**src/hw/rtl/bcrg_pkg.sv**
```systemverilog
// shared types and constants for the beat clock, reset and run gate unit
`timescale 1ns / 1ps

package bcrg_pkg;

  localparam int BEAT_FRAC_BITS = 16;
  localparam int BEAT_W = 48;
  localparam int TIME_W = 32;
  localparam int PW_W = 20;
  localparam int BPB_W = 5;

  localparam int DIVIDEND_W = 32;
  localparam int DIVISOR_W = 8;
  localparam int DIV_CNT_W = $clog2(DIVIDEND_W);

  localparam logic [PW_W-1:0] PULSE_WIDTH_RESET = PW_W'(10000);
  localparam logic [BPB_W-1:0] BEATS_PER_BAR_RESET = BPB_W'(4);

  // blink phase: now_ms/100 is (now_ms>>2)/25, now_ms/250 is (now_ms>>1)/125,
  // each done as a multiply by a rounded-up reciprocal, exact over the whole range
  localparam logic [TIME_W-1:0] LED_FAST_RECIP = 32'd1374389535;
  localparam logic [TIME_W-1:0] LED_SLOW_RECIP = 32'd2199023256;
  localparam int LED_FAST_QBIT = 35;
  localparam int LED_SLOW_QBIT = 38;

  localparam int IN_DATA_W = 120;
  localparam int OUT_DATA_W = 8;
  localparam int ADDR_W = 3;

  localparam logic REG_PULSE_WIDTH = 1'b0;
  localparam logic REG_BEATS_PER_BAR = 1'b1;

  typedef struct packed {
    logic start;
    logic [DIVIDEND_W-1:0] dividend;
    logic [DIVISOR_W-1:0] divisor;
  } div_req_t;

  typedef struct packed {
    logic done;
    logic busy;
    logic [DIVISOR_W-1:0] rem;
  } div_rsp_t;

endpackage

```
**src/hw/rtl/bcrg_div.sv**
```systemverilog
// restoring divider, one quotient bit per cycle, gives the remainder
`timescale 1ns / 1ps

module bcrg_div import bcrg_pkg::*; (
  input  logic     clk,
  input  logic     rst,
  input  div_req_t req,
  output div_rsp_t rsp
);

  logic                  busy;
  logic                  done;
  logic [DIV_CNT_W-1:0]  cnt;
  logic [DIVIDEND_W-1:0] shreg;
  logic [DIVISOR_W-1:0]  divisor;
  logic [DIVISOR_W-1:0]  rem;

  logic [DIVISOR_W:0]    trial;
  logic [DIVISOR_W:0]    diff;
  logic                  ge;

  assign trial = {rem, shreg[DIVIDEND_W-1]};
  assign ge = trial >= {1'b0, divisor};
  assign diff = trial - {1'b0, divisor};

  always_ff @(posedge clk) begin
    if (rst) begin
      busy <= 1'b0;
      done <= 1'b0;
    end else begin
      done <= 1'b0;
      if (req.start) begin
        busy <= 1'b1;
      end else if (busy && cnt == '0) begin
        busy <= 1'b0;
        done <= 1'b1;
      end
    end
  end

  always_ff @(posedge clk) begin
    if (req.start) begin
      shreg <= req.dividend;
      divisor <= req.divisor;
      rem <= '0;
      cnt <= DIV_CNT_W'(DIVIDEND_W - 1);
    end else if (busy) begin
      shreg <= {shreg[DIVIDEND_W-2:0], 1'b0};
      rem <= ge ? diff[DIVISOR_W-1:0] : trial[DIVISOR_W-1:0];
      cnt <= cnt - 1'b1;
    end
  end

  assign rsp.done = done;
  assign rsp.busy = busy;
  assign rsp.rem = rem;

endmodule

```
**src/hw/rtl/beat_clock_reset_run_gate_unit.sv**
```systemverilog
// beat clock, reset pulse, run gate and status led sequencer around a restoring divider
// a request runs through S_EVAL then S_FIN; when a beat rise runs the bar check it waits in S_BAR
//   for the divider (32 quotient bits plus its done strobe) before S_FIN
// a new request is taken only in S_IDLE, after the last result is loaded for output; an output stall holds S_FIN
// reset: synchronous, active high; clears enable, edge history, pulses and run gate,
//   and loads pulse width 10000 us and 4 beats per bar
`timescale 1ns / 1ps

module beat_clock_reset_run_gate_unit import bcrg_pkg::*; (
  input  logic                  clk,
  input  logic                  rst,
  // now_us[31:0], now_ms[63:32], beat_pos[111:64], playing[112], reset_in_level[113],
  // enable_button[114], wifi_up[115], peers_present[116], zero fill[119:117]
  input  logic [IN_DATA_W-1:0]  s_tdata,
  input  logic                  s_tvalid,
  output logic                  s_tready,
  // clock_out[0], reset_out[1], run_out[2], enabled[3], status_led[4], zero fill[7:5]
  output logic [OUT_DATA_W-1:0] m_tdata,
  output logic                  m_tvalid,
  input  logic                  m_tready,
  input  logic                  psel,
  input  logic                  penable,
  input  logic                  pwrite,
  input  logic [ADDR_W-1:0]     paddr,
  input  logic [31:0]           pwdata,
  output logic [31:0]           prdata,
  output logic                  pready
);

  typedef enum logic [3:0] {
    S_IDLE = 4'b0001,
    S_EVAL = 4'b0010,
    S_BAR  = 4'b0100,
    S_FIN  = 4'b1000
  } state_t;

  state_t state;

  // configuration
  logic [PW_W-1:0]  pulse_len;
  logic [BPB_W-1:0] beats_per_bar;

  // latched request
  logic [TIME_W-1:0]        now_us;
  logic [TIME_W-1:0]        now_ms;
  logic signed [BEAT_W-1:0] beat_pos;
  logic playing, reset_in_level, enable_button, wifi_up, peers_present;

  // tracking state
  logic sync_enabled, button_prev, reset_in_prev, playing_prev, beat_valid, run_gate;
  logic [TIME_W-1:0] last_whole_beat;
  logic clock_busy, reset_busy;
  logic [TIME_W-1:0] clock_end_time, reset_end_time;

  // evaluation results
  logic en_n, bv_n, pp_n, rg_n, fire_r, fire_c;
  logic signed [TIME_W-1:0] wb;
  logic [TIME_W-1:0] wb_abs;
  logic [TIME_W-1:0] pulse_end;
  logic [DIVISOR_W-1:0] bar_div;
  logic [TIME_W-1:0] led_x;
  logic [TIME_W-1:0] led_m;
  logic [2*TIME_W-1:0] led_prod;
  logic led_phase;
  logic [TIME_W-1:0] ck_diff, rs_diff;
  logic ck_busy_fin, rs_busy_fin, led_fin;

  div_req_t div_req;
  div_rsp_t div_rsp;

  bcrg_div u_div (
    .clk (clk),
    .rst (rst),
    .req (div_req),
    .rsp (div_rsp)
  );

  assign s_tready = state == S_IDLE;
  assign pready = 1'b1;

  // config port
  always_ff @(posedge clk) begin
    if (rst) begin
      pulse_len <= PULSE_WIDTH_RESET;
      beats_per_bar <= BEATS_PER_BAR_RESET;
    end else if (psel && penable && pwrite && pready) begin
      unique case (paddr[2])
        REG_PULSE_WIDTH:   pulse_len <= pwdata[PW_W-1:0];
        REG_BEATS_PER_BAR: beats_per_bar <= pwdata[BPB_W-1:0];
        default: ;
      endcase
    end
  end

  always_comb begin
    unique case (paddr[2])
      REG_PULSE_WIDTH:   prdata = 32'(pulse_len);
      REG_BEATS_PER_BAR: prdata = 32'(beats_per_bar);
      default:           prdata = '0;
    endcase
  end

  // floor of the fixed-point position
  assign wb = TIME_W'(beat_pos >>> BEAT_FRAC_BITS);
  assign wb_abs = wb[TIME_W-1] ? (~wb + 1'b1) : wb;
  assign pulse_end = now_us + TIME_W'(pulse_len);
  assign bar_div = (beats_per_bar == '0) ? DIVISOR_W'(1) : DIVISOR_W'(beats_per_bar);

  always_comb begin
    en_n = sync_enabled;
    bv_n = beat_valid;
    pp_n = playing_prev;
    rg_n = run_gate;
    fire_r = 1'b0;
    fire_c = 1'b0;
    if (enable_button && !button_prev) begin
      en_n = !en_n;
      bv_n = 1'b0;
      pp_n = 1'b0;
      if (!en_n) rg_n = 1'b0;
    end
    if (reset_in_level && !reset_in_prev) begin
      fire_r = 1'b1;
      bv_n = 1'b0;
    end
    if (en_n) begin
      if (playing != pp_n) begin
        if (playing) begin
          fire_r = 1'b1;
          rg_n = 1'b1;
          bv_n = 1'b0;
        end else begin
          rg_n = 1'b0;
        end
        pp_n = playing;
      end
      if (playing) begin
        if (!bv_n) begin
          bv_n = 1'b1;
        end else if (wb > $signed(last_whole_beat)) begin
          fire_c = 1'b1;
        end
      end
    end
  end

  // blink phase is bit 0 of now_ms divided by the blink period
  assign led_x = !wifi_up ? {2'b00, now_ms[TIME_W-1:2]} : {1'b0, now_ms[TIME_W-1:1]};
  assign led_m = !wifi_up ? LED_FAST_RECIP : LED_SLOW_RECIP;
  assign led_prod = (2*TIME_W)'(led_x) * (2*TIME_W)'(led_m);
  assign led_phase = !wifi_up ? led_prod[LED_FAST_QBIT] : led_prod[LED_SLOW_QBIT];

  // bar position check on the magnitude of the new beat
  always_comb begin
    div_req.start = (state == S_EVAL) && fire_c;
    div_req.dividend = wb_abs;
    div_req.divisor = bar_div;
  end

  // pulse expiry with wrapping time
  assign ck_diff = now_us - clock_end_time;
  assign rs_diff = now_us - reset_end_time;
  assign ck_busy_fin = clock_busy && ck_diff[TIME_W-1];
  assign rs_busy_fin = reset_busy && rs_diff[TIME_W-1];
  assign led_fin = !sync_enabled ? 1'b0 : ((!wifi_up || !peers_present) ? led_phase : 1'b1);

  always_ff @(posedge clk) begin
    if (s_tvalid && s_tready) begin
      now_us <= s_tdata[31:0];
      now_ms <= s_tdata[63:32];
      beat_pos <= s_tdata[111:64];
      playing <= s_tdata[112];
      reset_in_level <= s_tdata[113];
      enable_button <= s_tdata[114];
      wifi_up <= s_tdata[115];
      peers_present <= s_tdata[116];
    end
    if (state == S_EVAL) begin
      if (en_n && playing) last_whole_beat <= wb;
      if (fire_c) clock_end_time <= pulse_end;
      if (fire_r) reset_end_time <= pulse_end;
    end
    if (state == S_BAR && div_rsp.done && div_rsp.rem == '0) reset_end_time <= pulse_end;
  end

  always_ff @(posedge clk) begin
    if (rst) begin
      state <= S_IDLE;
      sync_enabled <= 1'b0;
      button_prev <= 1'b0;
      reset_in_prev <= 1'b0;
      playing_prev <= 1'b0;
      beat_valid <= 1'b0;
      run_gate <= 1'b0;
      clock_busy <= 1'b0;
      reset_busy <= 1'b0;
      m_tvalid <= 1'b0;
      m_tdata <= '0;
    end else begin
      if (m_tvalid && m_tready && state != S_FIN) m_tvalid <= 1'b0;
      unique case (state)
        S_IDLE: begin
          if (s_tvalid) state <= S_EVAL;
        end
        S_EVAL: begin
          sync_enabled <= en_n;
          button_prev <= enable_button;
          reset_in_prev <= reset_in_level;
          playing_prev <= pp_n;
          beat_valid <= bv_n;
          run_gate <= rg_n;
          if (fire_c) clock_busy <= 1'b1;
          if (fire_r) reset_busy <= 1'b1;
          if (fire_c) state <= S_BAR;
          else state <= S_FIN;
        end
        S_BAR: begin
          if (div_rsp.done) begin
            // bar boundary when the beat divides evenly
            if (div_rsp.rem == '0) reset_busy <= 1'b1;
            state <= S_FIN;
          end
        end
        S_FIN: begin
          clock_busy <= ck_busy_fin;
          reset_busy <= rs_busy_fin;
          if (!m_tvalid || m_tready) begin
            m_tvalid <= 1'b1;
            m_tdata <= {3'b000, led_fin, sync_enabled, run_gate, rs_busy_fin, ck_busy_fin};
            state <= S_IDLE;
          end
        end
        default: state <= S_IDLE;
      endcase
    end
  end

`ifndef NO_ASSERTIONS
  a_gate_needs_enable: assert property (@(posedge clk) disable iff (rst)
    run_gate |-> sync_enabled)
    else $error("run gate high while sync disabled");

  a_accept_to_eval: assert property (@(posedge clk) disable iff (rst)
    (s_tvalid && s_tready) |=> state == S_EVAL)
    else $error("accepted request not evaluated next cycle");

  a_div_done_owner: assert property (@(posedge clk) disable iff (rst)
    div_rsp.done |-> state == S_BAR)
    else $error("divider finished with no waiting phase");

  a_idle_div_quiet: assert property (@(posedge clk) disable iff (rst)
    (state == S_IDLE) |-> !div_rsp.busy)
    else $error("divider busy while idle");
`endif

endmodule

```
**config.mk**
```make
export PLATFORM = sky130hd
export DESIGN_NAME = beat_clock_reset_run_gate_unit
export DESIGN_NICKNAME = d
export VERILOG_FILES = /design/src/hw/rtl/bcrg_pkg.sv /design/src/hw/rtl/bcrg_div.sv /design/src/hw/rtl/beat_clock_reset_run_gate_unit.sv
export SDC_FILE = /design/constraint.sdc
export NUM_CORES = 2
export LEC_CHECK = 0
export ABC_AREA = 1
export BUFFER_PORTS_ARGS = -buffer_cell sky130_fd_sc_hd__buf_2
export CAP_MARGIN = 10
export CORE_MARGIN = 2
export CORE_UTILIZATION = 40
export CTS_CLUSTER_DIAMETER = 120
export DETAILED_ROUTE_END_ITERATION = 6
export PLACE_DENSITY_LB_ADDON = 0.05
export SYNTH_ARGS = -nofsm -noshare
export SYNTH_HDL_FRONTEND = slang
export SYNTH_SLANG_ARGS = --single-unit
```
**constraint.sdc**
```tcl
create_clock -name clk -period 10.3 [get_ports clk]
set_clock_uncertainty 0.15 [all_clocks]
set_input_delay 3.09 -clock clk [delete_from_list [all_inputs] [get_ports clk]]
set_output_delay 3.09 -clock clk [all_outputs]
set_load 0.005 [all_outputs]
```
Word-level counts from Yosys, hierarchy flattened
Cells that the tools add are included.
Word-level totals
  register bits: 311
  input port bits: 162
  output and inout bits: 43
  logic and storage cells: 149
Cells by class
  add/subtract/negate cells: 6
  multiply operators: 1
  order comparisons: 2
  equality and inequality tests: 12
  mux-type cells: 54
  bitwise operators: 2
  reductions and logical operators: 41
Operator list (number)
  32-bit two-way mux: 7
  32-bit one-hot mux with 2 select lines: 1
  32-bit subtractor: 2
  31-bit by 32-bit multiplier with 39-bit output: 1
  1-bit two-way mux: 37
  32-bit by 1-bit adder with 32-bit output, second input constant: 1
  32-bit by 20-bit adder with 32-bit output: 1
  32-bit greater-than comparator: 1
  32-bit inverter: 1
  31-bit two-way mux: 1
  4-bit two-way mux: 4
  4-bit one-hot mux with 4 select lines: 1
  1-bit logical AND: 14
  2-bit AND reduction: 7
  5-bit zero test: 2
  2-bit nonzero test: 5
  9-bit by 8-bit greater-or-equal comparator with 1-bit output: 1
  8-bit zero test: 1
  8-bit two-way mux: 1
  2-bit inequality test, second input constant: 4
  8-bit subtractor: 1
  1-bit zero test: 6
  5-bit by 1-bit subtractor with 5-bit output, second input constant: 1
  4-bit by 1-bit == test with 1-bit output, second input constant: 1
  14 further kinds: 16

Depth between registers and ports, before layout
  word-level depth: 12
  depth in mapped cells: 36
  depth with buffers taken out: 36

Cells and area by module
A second synthesis with hierarchy kept.
Unflattened totals
  cells, all modules: 3226
  area total of the unflattened synthesis: 30240.3 µm²
By module, submodules not included
  beat_clock_reset_run_gate_unit: instances 1, cells each 2905, area each 27495.1 µm², sequential area each 6746.5 µm²
  bcrg_div: instances 1, cells each 321, area each 2745.1 µm², sequential area each 1501.4 µm²

Worst setup path before layout
OpenSTA, ideal clock, no wires.
  kind: input-to-reg
  from: in s_tvalid
  to: reg beat_pos[16] (enable)
  setup time: 0.560 ns
  data arrival time: 7.295 ns
  required time: 9.590 ns
  setup slack: 2.295 ns
  cell stages on the path: 2
  buffers on the path: 0
  cell sequence: inv_1 -> nor2_1
Between the ends
  longest elaborated chain between the ends: 1
Ends and longest elaborated chain
  start: declaration: RTL line beat_clock_reset_run_gate_unit.sv:15  | input logic s_tvalid,
  1-bit logical AND: RTL line beat_clock_reset_run_gate_unit.sv:168  | if (s_tvalid && s_tready) begin
  end signal: assignment: RTL line beat_clock_reset_run_gate_unit.sv:171  | beat_pos <= s_tdata[111:64];
  end: declaration: RTL line beat_clock_reset_run_gate_unit.sv:46  | logic signed [BEAT_W-1:0] beat_pos;
Every way passes these cells.
A chain may end at the register's enable or synchronous reset.

Worst setup path in the final report
  from: reg wifi_up
  to: reg m_tdata[4]
Between the ends
  longest elaborated chain between the ends: 5
  elaborated cells between the ends (all ways): 8
  those cells by class: mul: 1; mux: 5; reduce/logical: 2
Ends and longest elaborated chain
  start: declaration: RTL line beat_clock_reset_run_gate_unit.sv:47  | logic playing, reset_in_level, enable_button, wifi_up, peers_present;
  start signal: assignment: RTL line beat_clock_reset_run_gate_unit.sv:175  | wifi_up <= s_tdata[115];
  31-bit two-way mux or 32-bit two-way mux (tied branches): RTL line beat_clock_reset_run_gate_unit.sv:148, beat_clock_reset_run_gate_unit.sv:149
  31-bit by 32-bit multiplier with 39-bit output: RTL line beat_clock_reset_run_gate_unit.sv:150  | assign led_prod = (2*TIME_W)'(led_x) * (2*TIME_W)'(led_m);
  1-bit two-way mux: RTL line beat_clock_reset_run_gate_unit.sv:151  | assign led_phase = !wifi_up ? led_prod[LED_FAST_QBIT] : led_prod[LED_SLOW_QBIT];
  1-bit two-way mux (*) (2 in series): RTL line beat_clock_reset_run_gate_unit.sv:165  | assign led_fin = !sync_enabled ? 1'b0 : ((!wifi_up || !peers_present) ? led_phase : 1'b1);
  end signal: assignment: RTL line beat_clock_reset_run_gate_unit.sv:229  | m_tdata <= {3'b000, led_fin, sync_enabled, run_gate, rs_busy_fin, ck_busy_fin};
  end: declaration: RTL line beat_clock_reset_run_gate_unit.sv:18  | output logic [OUT_DATA_W-1:0] m_tdata,
Every way passes the cells marked *; elsewhere a longest branch is shown, timed or not.

==> results_dict.tcl <==
set metrics [dict create \
    synth.avg_cell_area_sq_um 9.46 \
    fillerInstances 7261 \
    synthMostInstantiatedCell "sky130_fd_sc_hd__inv_1" \
    die_height_um 277 \
    place_congestion 0.917 \
    holdBufCountCts 0 \
    setup_total_negative_slack_ns 0 \
    yosysSeqAreaShare_pct 27.4 \
    min_path_cells 2 \
    clkSinkCount 291 \
    drt-wirelength-per-cell_um 17.6 \
    synth_compound_gate_area_share_pct 5.70 \
    cts_buffers 36 \
    grt_pass1_wl_um 119000 \
    cell_rows 100 \
    initial_core_util_pct 40.3 \
    critical_path.reg2reg.startpoint "wifi_up" \
    clock_transition_at_the_register_clock_pins_on_the_worst_setup_and_hold_paths_after_cts_ns 0.06 \
    die_area_sq_um 76800 \
    postCtsSetupRepairBufs 0 \
    drt-initial-drc-count 947 \
    fp.dieW_um 277 \
    worst_slew_margin_rel_pct 30.8 \
    cts_root_cell "sky130_fd_sc_hd__clkbuf_16" \
    synthToLayoutAreaGrowth_pct 9.92 \
    synth_top_cells_by_area "sky130_fd_sc_hd__fa_1 26%, sky130_fd_sc_hd__edfxtp_1 23%, sky130_fd_sc_hd__ha_1 16%, sky130_fd_sc_hd__inv_1 11%, sky130_fd_sc_hd__nand2_1 4.6%" \
    rsz0062_at_grt "false" \
    cp_delay_by_family_top "adder cells" \
    cp.required_ns 10.57 \
    grt_pass1_vias 21300 \
    drcViolationCount 0 \
    synthCells 3151 \
    min_period_over_period_pct 83.1 \
    synthDistinctLibCells 50 \
    clock_insertion_delay_worst_skew_ns 0.55 \
    final_non_filler_cell_area_sq_um 32800 \
    postLayoutCoreUtil_pct 44.3 \
    worstSetupPathType "reg2reg" \
    timing.critical_path.slowest_stage_cell "sky130_fd_sc_hd__edfxtp_1" \
    reg2reg_slack_ns 1.74 \
    status "finished, final reports clean" \
    dpl_cell_area_sq_um 31600 \
    buffer_ports.inserted 154 \
    drt_pass1_iterations 4 \
    synth_top_area_share_pct 25.8 \
    report.final.slew_viol_count 0 \
    fmax_mhz 117 \
    worst_ep_arrival_time_ns 8.83 \
    hold_end "m_tdata[2]" \
    post-place-cells 4228 \
    worst_setup_path_end_kind "flop" \
    timing.critical_path.from_type "flop" \
    cell_count_final_fillers_out 4294 \
    slowest_delay_ns 0.60 \
    number_of_gates_resized_after_cts 0 \
    worst-path-buf-inv 8 \
    totalWireLength_um 75500 \
    regToRegEndpoint "m_tdata[4]" \
    timing.max_cap.violations 0 \
    core_area_sq_um 74100 \
    main_synth_ff_type "sky130_fd_sc_hd__edfxtp_1" \
    netlist_top_cells_count "894 x sky130_fd_sc_hd__inv_1, 384 x sky130_fd_sc_hd__fa_1, 379 x sky130_fd_sc_hd__ha_1" \
    yosys_register_bits 291 \
    post_synth_fa_ha_maj_area_fraction_pct 41.7 \
    antenna_violating_nets_post_route 0 \
    max_slew.worst_pin.slew_ns 1.03 \
    gr-usage-all-layers_pct 20.1 \
    final_layout_size_suffix_gt1_share_pct 7.52 \
    setup_violations 0 \
    cts_tree "yes" \
    timing.hold.worst.start "run_gate" \
    ys_async_sr_fraction_pct 0 \
    detailed_place_hpwl_um 65300 \
    grt_start_max_net_pins 80 \
    netlist_area_sq_um 29800 \
    synth_edf_count 233 \
    yosys.area_share.xor_xnor_pct 2.49 \
    finalCriticalPeriod_ns 8.56 \
    initial_antenna_violation_count 8 \
    ios 205 \
    cpMostUsedCell "sky130_fd_sc_hd__fa_1" \
    reg2regPathDepth 28 \
    avgViaCountPerCell 4.68 \
    post_synth_mux_area_share_pct 0 \
    num_vias 20100 \
    post_synth_and_or_nand_nor_area_fraction_pct 9.91 \
    synth.largest_area_cell "sky130_fd_sc_hd__fa_1" \
    worst_hold_path_type "reg2reg" \
    synth.yosys.warnings 0 \
    finalHoldViolCount 0 \
    fin_nets 4222 \
    cp_max_fo 19 \
    overflow 0 \
    cts_htree_levels 2 \
    cts_buffer_depth 3 \
    combinational_family_with_the_most_area_after_synthesis "adder cells" \
]
[how the worst max path moves through the flow]
stage          startpoint      endpoint  slack, ns  cells past startpoint
2_1_floorplan    s_tvalid  beat_pos[16]       2.29                      2
3_3_place_gp      wifi_up    m_tdata[4]       1.75                     28
3_5_place_dp      wifi_up    m_tdata[4]       1.73                     28
4_1_cts           wifi_up    m_tdata[4]       1.75                     28
5_1_grt           wifi_up    m_tdata[4]       1.17                     29
6_report          wifi_up    m_tdata[4]       1.74                     28
[cells by family (layout without fill, tap and decap cells)]
| family | after synthesis | count (layout) |
|---|---|---|
| other cells | 2 | 38 |
| xor+xnor | 84 | 84 |
| fa+ha+maj | 763 | 763 |
| compound gates | 315 | 315 |
| buf+inv | 997 | 1135 |
| flops | 291 | 291 |
| simple gates | 699 | 699 |
[layout make-up]
class                           instances  area (sq um)  area share, %
Multi-Input combinational cell       1898         18000           54.9
Tap cell                              969          1210           3.70
Antenna cell                            1          2.50        0.00763
Clock buffer                           57          1030           3.15
Inverter                              902          3390           10.3
Sequential cell                       291          8160           24.9
Timing Repair Buffer                  168           876           2.67
Clock inverter                          8           128          0.389
[state kept, by name, summed over array words and instances, names as in the netlist, 4 cells and up]
register,flops
beat_pos,32
beats_per_bar,5
clock_end_time,32
last_whole_beat,32
m_tdata,5
now_ms,31
now_us,32
pulse_len,20
reset_end_time,32
state,4
u_div.cnt,5
u_div.divisor,5
u_div.rem,8
u_div.shreg,32
[routing by layer]
metal  track usage, %  wire length [um]  vias up  share of wire (%)
met5                0                69        -              0.091
met4             4.74              1690       12                2.2
met3             3.22              3360       93                4.4
met2             33.9             35800      350                 47
met1             27.1             34600     9695                 46
li1                 -                 -     9937                  -
[per-stage QoR]
step,setup WS [ns],hold slack (ns)
floorplan,2.29,0.287
global placement,1.75,0.307
detailed placement,1.73,0.310
CTS,1.75,0.321
global route,1.17,0.347
finish,1.74,0.314
[worst reg2reg max path: cells and delay by family (launching register included)]
kind | cells | cell delay (ns)
AOI/OAI and AO/OA | 1 | 0.10
adders and majority gates | 9 | 4.53
buffers and inverters | 8 | 0.99
DFF | 1 | 0.60
and+or+nand+nor | 10 | 2.07
[layout by cell type (no fill, tap or decap), types with 3 or more instances in the layout]
cell type,instances
sky130_fd_sc_hd__a211oi_1,4
sky130_fd_sc_hd__a21o_1,5
sky130_fd_sc_hd__a21oi_1,144
sky130_fd_sc_hd__a31oi_1,7
sky130_fd_sc_hd__buf_2,154
sky130_fd_sc_hd__buf_4,14
sky130_fd_sc_hd__clkbuf_1,17
sky130_fd_sc_hd__clkbuf_16,37
sky130_fd_sc_hd__clkbuf_8,3
sky130_fd_sc_hd__conb_1,37
sky130_fd_sc_hd__dfxtp_1,58
sky130_fd_sc_hd__edfxtp_1,233
sky130_fd_sc_hd__fa_1,384
sky130_fd_sc_hd__ha_1,379
sky130_fd_sc_hd__inv_1,894
sky130_fd_sc_hd__inv_2,7
sky130_fd_sc_hd__nand2_1,364
sky130_fd_sc_hd__nand2_2,4
sky130_fd_sc_hd__nand3_1,65
sky130_fd_sc_hd__nand3b_1,13
sky130_fd_sc_hd__nand4_1,21
sky130_fd_sc_hd__nor2_1,178
sky130_fd_sc_hd__nor2_2,4
sky130_fd_sc_hd__nor3_1,21
sky130_fd_sc_hd__nor3_2,3
sky130_fd_sc_hd__nor4_1,10
sky130_fd_sc_hd__o211ai_1,13
sky130_fd_sc_hd__o21a_1,3
sky130_fd_sc_hd__o21ai_0,99
sky130_fd_sc_hd__o21ai_1,23
sky130_fd_sc_hd__o21bai_1,3
sky130_fd_sc_hd__o31ai_1,4
sky130_fd_sc_hd__or2_2,9
sky130_fd_sc_hd__xnor2_1,27
sky130_fd_sc_hd__xor2_1,56
Power is not shown: default switching activity piles up to over one toggle a cycle in this logic, so the estimate is an artifact.
